## src/hdl/anagram_check_defines.svh

```systemverilog
// Assertion macros for the anagram checker.
// Depends on nothing; included by the top level, which supplies clk and rst.
`ifndef ANAGRAM_CHECK_DEFINES_SVH
`define ANAGRAM_CHECK_DEFINES_SVH

`ifndef SYNTHESIS
// Checked outside reset.
`define ANAG_ASSERT(lbl, prop, msg) \
  lbl: assert property (@(posedge clk) disable iff (rst) prop) else $error(msg);
// Checked at every edge, reset included.
`define ANAG_ASSERT_ALWAYS(lbl, prop, msg) \
  lbl: assert property (@(posedge clk) prop) else $error(msg);
`else
`define ANAG_ASSERT(lbl, prop, msg)
`define ANAG_ASSERT_ALWAYS(lbl, prop, msg)
`endif

`endif

```

## src/hdl/anag_pkg.sv

```systemverilog
// Shared types, constants and helpers of the anagram checker.
// Depends on nothing; used by the controller, the datapath and the top level.
package anag_pkg;

  // Length limit on the kept bytes of one string.
  localparam int unsigned LenW = 17;
  localparam logic [LenW-1:0] MAX_LEN = 17'd65535;

  // Histogram entries hold a signed count within +-MAX_LEN.
  localparam int unsigned CountW = 17;
  localparam int unsigned NzW = 9;

  localparam logic [7:0] SPACE_CHAR = 8'h20;
  localparam logic [7:0] UPPER_A = 8'h41;
  localparam logic [7:0] UPPER_Z = 8'h5A;
  localparam logic [7:0] CASE_OFFSET = 8'h20;

  typedef enum logic [1:0] {
    ST_IDLE,
    ST_UPDATE,
    ST_RESULT
  } anag_state_t;

  // Commands from the controller to the datapath.
  typedef struct packed {
    logic load;    // latch a word and start the histogram read
    logic update;  // write the entry back and update the counters
    logic clear;   // verdict taken: start a new pair
  } anag_cmd_t;

  // Status from the datapath to the controller.
  typedef struct packed {
    logic last;    // the word in flight ends the pair
  } anag_stat_t;

  // Fold the letters A-Z to lower case; every other byte passes unchanged.
  function automatic logic [7:0] fold_case(input logic [7:0] b);
    if (b >= UPPER_A && b <= UPPER_Z) begin
      return b + CASE_OFFSET;
    end
    return b;
  endfunction

endpackage

```

## src/hdl/anag_ctrl.sv

```systemverilog
// Controller state machine of the anagram checker.
// Depends on anag_pkg; drives the handshakes and the datapath commands.
module anag_ctrl (
  input  logic                clk,
  input  logic                rst,
  input  logic                s_tvalid,
  output logic                s_tready,
  output logic                m_tvalid,
  input  logic                m_tready,
  input  anag_pkg::anag_stat_t stat,
  output anag_pkg::anag_cmd_t  cmd
);
  import anag_pkg::*;

  anag_state_t state;
  anag_state_t state_next;

  // State register.
  always_ff @(posedge clk) begin
    if (rst) begin
      state <= ST_IDLE;
    end else begin
      state <= state_next;
    end
  end

  // Next state.
  always_comb begin
    state_next = state;
    unique case (state)
      ST_IDLE: begin
        if (s_tvalid) begin
          state_next = ST_UPDATE;
        end
      end
      ST_UPDATE: begin
        state_next = stat.last ? ST_RESULT : ST_IDLE;
      end
      ST_RESULT: begin
        if (m_tready) begin
          state_next = ST_IDLE;
        end
      end
      default: begin
        state_next = ST_IDLE;
      end
    endcase
  end

  // Outputs.
  always_comb begin
    s_tready   = 1'b0;
    m_tvalid   = 1'b0;
    cmd        = '0;
    unique case (state)
      ST_IDLE: begin
        s_tready = 1'b1;
        cmd.load = s_tvalid;
      end
      ST_UPDATE: begin
        cmd.update = 1'b1;
      end
      ST_RESULT: begin
        m_tvalid  = 1'b1;
        cmd.clear = m_tready;
      end
      default: begin
        s_tready = 1'b0;
      end
    endcase
  end

endmodule

```

## config.mk

```make
export PLATFORM = sky130hd
export DESIGN_NAME = anag_ctrl
export DESIGN_NICKNAME = d
export VERILOG_FILES = /design/src/hdl/anagram_check_defines.svh /design/src/hdl/anag_pkg.sv /design/src/hdl/anag_ctrl.sv
export SDC_FILE = /design/constraint.sdc
export NUM_CORES = 1
export LEC_CHECK = 0
export BUFFER_PORTS_ARGS = -buffer_cell sky130_fd_sc_hd__buf_2
export CAP_MARGIN = 40
export CORE_AREA = 2 2 39 41
export CTS_BUF_LIST = sky130_fd_sc_hd__clkbuf_16
export DETAILED_ROUTE_END_ITERATION = 8
export DIE_AREA = 0 0 41 43
export PLACE_DENSITY_LB_ADDON = 0.15
export RECOVER_POWER = 50
export SLEW_MARGIN = 10
export SYNTH_ARGS = -nofsm -noshare
export SYNTH_HDL_FRONTEND = slang
export SYNTH_SLANG_ARGS = --single-unit
```

## constraint.sdc

```tcl
create_clock -name clk -period 1.9 [get_ports clk]
set_input_delay 0.19 -clock clk [delete_from_list [all_inputs] [get_ports clk]]
set_output_delay 0.19 -clock clk [all_outputs]
set_load 0.01 [all_outputs]
```

==> impl_metrics.py, run 1 <==
metrics = {
    "timing": {
        "hold_slack_ns": 0.224,
        "fin_crit_sh_pct": 61.8,
        "slew_viol_final": 0,
        "maxSlewHeadroom_pct": 86.1,
        "tightest_slew_ns": 0.208,
        "max_freq_mhz": 852,
        "post-route-min-period_ns": 1.17,
        "rsz0062_at_grt": "no",
        "finalSetupViolCount": 0,
        "fin_ws_ns": 0.726,
        "clock-skew-final_ns": 0.000633,
        "fin_setup_tns_ns": 0,
        "hold_viol": 0,
    },
    "global_routing": {
        "grt_overflow": 0,
        "antenna_found_initial": 0,
        "grt_max_degree": 5,
        "grt_pass1_vias": 106,
        "grt_use_total_pct": 4.91,
        "grt_pass1_wl_um": 441,
    },
    "floorplanning": {
        "fp-row-count": 14,
        "coreArea_mm2": 0.00138,
        "die_y_um": 43,
        "initial_core_util_pct": 8.32,
        "pin_count": 10,
        "dieArea_mm2": 0.00176,
        "fp.dieW_um": 41,
    },
    "final_layout": {
        "fin_nets": 30,
        "biggestRegsByFlops": "state x2",
        "layout_commonest_cell": "buf_2",
        "regMostFlops": "state",
        "drive_above_1_share_pct": 56.5,
        "multi_input_area_um2": 58.8,
        "ff_latch_area_um2": 40.0,
        "area_delta_synth_final_pct": 110,
        "num_antenna_cells": 0,
        "layout_common_cells": "buf_2, clkbuf_16, nor2_1, and2_1, dfxtp_1",
        "stdcell_count": 39,
        "fillers": 158,
        "largest_register_ffs": 2,
    },
    "flow_run": {
        "max-cap-violations": 0,
    },
    "clock_network": {
        "cts_tree": "yes",
        "ctsResizeCount": 0,
        "cts_hold_buf": 0,
        "cts_buffer_depth": 2,
        "cts_setup_buffers": 0,
        "path_clk_slew_ns": 0.03,
        "h-tree-depth": 1,
        "cts_made_buffers": 3,
        "cts_sinks": 2,
        "clock_latency_ns": 0.22,
        "cts-root-buf": "clkbuf_16",
    },
    "critical_path": {
        "cp-end-kind": "primary output",
        "critical_path_required_ns": 1.71,
        "criticalPathCategory": "reg -> out",
        "start_kind": "register",
        "cp_max_fo": 4,
        "reg2reg_depth": 2,
        "crit_arrival_ns": 0.98,
    },
    "min_path": {
        "holdPathStages": 2,
        "hp-class": "in -> reg",
    },
    "synth": {
        "syn_nets": 16,
        "ys_ff_latch": 2,
        "synth_cells": 11,
        "synth_area_per_cell_um2": 10.5,
        "ys.warnings.count": 0,
        "ys_seq_area_share_pct": 34.8,
        "ys_types": 7,
        "synth_area_um2": 115,
    },
    "run_status": {
        "status": "finished clean",
    },
    "placement": {
        "placed_cells": 36,
        "post-place-ws_ns": 0.870,
        "place.gp.congestion": 0.561,
        "port_buffers": 9,
    },
    "power_and_ir_drop": {
        "peakVddDrop_mv": 0.276,
        "power_leakage_uw": 0.000122,
        "cellPowerDensity_mw_per_mm2": 1580,
    },
    "route": {
        "ant_nets": 0,
        "routed_via_density": 3.10,
        "drtIter0Drc": 5,
        "via_count": 121,
        "drc": 0,
        "wirelength_um": 304,
        "wl_per_cell_um": 7.79,
        "dr.pass1.iters": 4,
    },
}
==> kinds of logic (layout without fill, tap and decap cells) <==
kind of cell           Yosys count  count (layout)  synth area share (%)
buffers and inverters            1              13                  3.26
AOI/OAI and AO/OA                1               1                  9.78
DFF                              2               2                  34.8
and+or+nand+nor                  7               7                  52.2
==> critical path, stage by stage, from the launching register on <==
cell	delay (ns)
dfxtp_1	0.35
nor2b_4	0.17
and2_1	0.12
buf_2	0.12
==> per-layer routing <==
metal | routed length, um | up-vias | GRT usage (%)
met2 | 88 | 13 | 2.81
met5 | 0 | - | 0
li1 | - | 60 | -
met4 | 15 | 0 | 10.0
met1 | 133 | 46 | 6.07
met3 | 66 | 2 | 3.14
==> through the flow <==
stage	util, %	instance area [um^2]	total power [uW]
2_1_floorplan	-	115	60.8
3_3_place_gp	13.0	180	71.6
3_5_place_dp	13.0	180	72.1
4_1_cts	18.4	255	393
5_1_grt	17.5	241	402
6_report	17.5	241	382
==> where the power goes <==
group | internal (uW) | switching, uW
Clock | 268 | 46.7
Sequential | 44.5 | 2.52
Combinational | 11.1 | 9.98
Total | 323 | 59.2
==> area by class of cell <==
| cell class | instances | area share, % |
|---|---|---|
| clock buffers | 3 | 31.1 |
| flip-flops and latches | 2 | 16.6 |
| multi-input cells | 8 | 24.4 |
| inverters | 1 | 1.55 |
| repair buffers | 9 | 18.1 |
| well taps | 16 | 8.29 |
==> Yosys cell counts (all sizes together) <==
master	number	area (um^2)
a32o	1	11.3
and2	2	12.5
dfxtp	2	40.0
inv	1	3.75
nor2	2	7.51
nor2b	2	27.5
nor3b	1	12.5
==> final timing paths <==
path / start / end / slack [ns]
worst max-delay path: state[1] / cmd[0] / 0.73
worst min-delay path: stat / state[1] / 0.22
worst max register to register: state[0] / state[1] / 1.03
worst min register to register: state[1] / state[0] / 0.62
No activity file was read; power rests on OpenSTA's default activity.
==> run 2: changes to the inputs <==
Settings changed: ABC_AREA set to 1.
Clock period 1.9 ns to 1.2 ns, I/O delays scaled along.
==> impl_metrics.py, run 2 <==
metrics = {
    "global_routing": {
        "grt_max_degree": 5,
        "antenna_found_initial": 0,
        "grt_pass1_vias": 138,
        "grt_use_total_pct": 5.31,
        "grt_pass1_wl_um": 517,
        "grt_overflow": 0,
    },
    "placement": {
        "dp_hpwl_um": 220,
        "port_buffers": 9,
        "place.gp.congestion": 0.568,
        "placed_cells": 41,
    },
    "route": {
        "via_count": 134,
        "dr.pass1.iters": 4,
        "ant_nets": 0,
        "wirelength_um": 319,
        "drc": 0,
        "wl_per_cell_um": 7.25,
        "routed_via_density": 3.05,
        "drtIter0Drc": 3,
    },
    "flow_run": {
        "max-cap-violations": 0,
    },
    "final_layout": {
        "ff_latch_area_um2": 40.0,
        "layout_commonest_cell": "buf_2",
        "multi_input_area_um2": 48.8,
        "area_delta_synth_final_pct": 129,
        "fin_nets": 35,
        "regMostFlops": "state",
        "stdcell_count": 44,
        "largest_register_ffs": 2,
        "layout_common_cells": "buf_2, inv_1, nor2_1, clkbuf_16",
        "num_antenna_cells": 0,
        "final_util_pct": 17.8,
        "drive_above_1_share_pct": 50.0,
        "biggestRegsByFlops": "state x2",
        "fillers": 149,
    },
    "clock_network": {
        "h-tree-depth": 1,
        "cts-root-buf": "clkbuf_16",
        "cts_hold_buf": 0,
        "cts_tree": "yes",
        "cts_setup_buffers": 0,
        "clock_latency_ns": 0.22,
        "path_clk_slew_ns": 0.03,
        "ctsResizeCount": 0,
        "cts_buffer_depth": 2,
        "cts_made_buffers": 3,
        "cts_sinks": 2,
    },
    "floorplanning": {
        "initial_core_util_pct": 7.78,
        "coreArea_mm2": 0.00138,
        "dieArea_mm2": 0.00176,
        "pin_count": 10,
        "fp-row-count": 14,
        "die_y_um": 43,
        "fp.dieW_um": 41,
    },
    "timing": {
        "post-route-min-period_ns": 1.10,
        "rsz0062_at_grt": "no",
        "fin_crit_sh_pct": 92.0,
        "clock-skew-final_ns": 0.00245,
        "fin_setup_tns_ns": 0,
        "finalSetupViolCount": 0,
        "hold_viol": 0,
        "hold_slack_ns": 0.0905,
        "maxSlewHeadroom_pct": 90.0,
        "max_freq_mhz": 906,
        "slew_viol_final": 0,
        "tightest_slew_ns": 0.149,
    },
    "power_and_ir_drop": {
        "cellPowerDensity_mw_per_mm2": 2460,
        "peakVddDrop_mv": 1.37,
        "power_leakage_uw": 0.000124,
    },
    "critical_path": {
        "cp_slowest_cell": "dfxtp_1",
        "start_kind": "register",
        "criticalPathCategory": "reg -> out",
        "cp-end-kind": "primary output",
        "crit_path_frequent_cell": "inv_1",
        "crit_path_start": "state[0]",
        "critical-path-top-delay-family": "flip-flops",
        "rr_startpoint": "state[0]",
        "slowest_delay_ns": 0.37,
        "critical_path_required_ns": 1.08,
        "crit_arrival_ns": 0.98,
        "crit_chain": "inv_1 -> nand2_1 -> inv_1 -> buf_2",
        "path_buf_inv": 3,
        "cp_max_fo": 4,
    },
    "run_status": {
        "status": "finished clean",
    },
    "min_path": {
        "hold_start": "rst",
        "hp-class": "in -> reg",
    },
    "synth": {
        "synth_most_common_cell": "inv_1",
        "synth_area_per_cell_um2": 6.73,
        "ys.warnings.count": 0,
        "synth_top_area_share_pct": 37.2,
        "syn_nets": 21,
        "ys_seq_area_share_pct": 37.2,
        "synth_area_leaders": "dfxtp_1, inv_1, nor2_1, nand3_1, nor3_2",
        "synth_cells": 16,
        "ys_ff_latch": 2,
        "synth_common_cells": "inv_1, nor2_1, dfxtp_1, nand3_1",
        "ys.flop_type": "dfxtp_1",
        "synth_edf_count": 0,
        "ys_types": 9,
        "ys_async_sr_fraction_pct": 0,
        "yosysTopAreaCell": "dfxtp_1",
        "synth_area_um2": 108,
    },
}
[run 2: power by group]
part / internal [uW] / switching, uW
combinational: 16.2 / 21.7
clock: 423 / 70.4
sequential: 70.4 / 3.32
[run 2: cell families (layout without fill, tap and decap cells)]
logic type | after synthesis | after routing | share of synthesized area (%)
buf+inv | 5 | 17 | 17.4
simple gates | 8 | 8 | 37.2
compound gates | 1 | 1 | 8.14
flops | 2 | 2 | 37.2
[run 2: path summary, 6_finish.rpt]
| path | endpoint | slack [ns] | cells after the start |
|---|---|---|---|
| worst max-delay path | s_tready | 0.1 | 4 |
| worst min-delay path | state[1] | 0.09 | 2 |
| worst max register to register | state[0] | 0.46 | 3 |
| worst min register to register | state[1] | 0.51 | 2 |
[run 2: layout make-up]
cell class / count / area share (%)
clock buffers: 3 / 30.5
inverters: 5 / 7.61
multi-input cells: 9 / 19.8
flip-flops and latches: 2 / 16.2
well taps: 16 / 8.12
repair buffers: 9 / 17.8
[run 2: per-stage QoR]
stage	power, uW	worst slack [ns]	area, um^2
after global placement	111	0.366	173
after CTS	615	0.0823	248
after floorplan	93.7	0.397	108
after global routing	631	0.00797	246
final	605	0.0965	246
after detailed placement	112	0.324	173
[run 2: metal layers]
metal  vias up  track usage, %  wire [um]
met4         0            4.00          0
met1        52            6.37        194
li1         72               -          -
met3         0            6.28         51
met2        10            4.69         73
met5         -               0          0
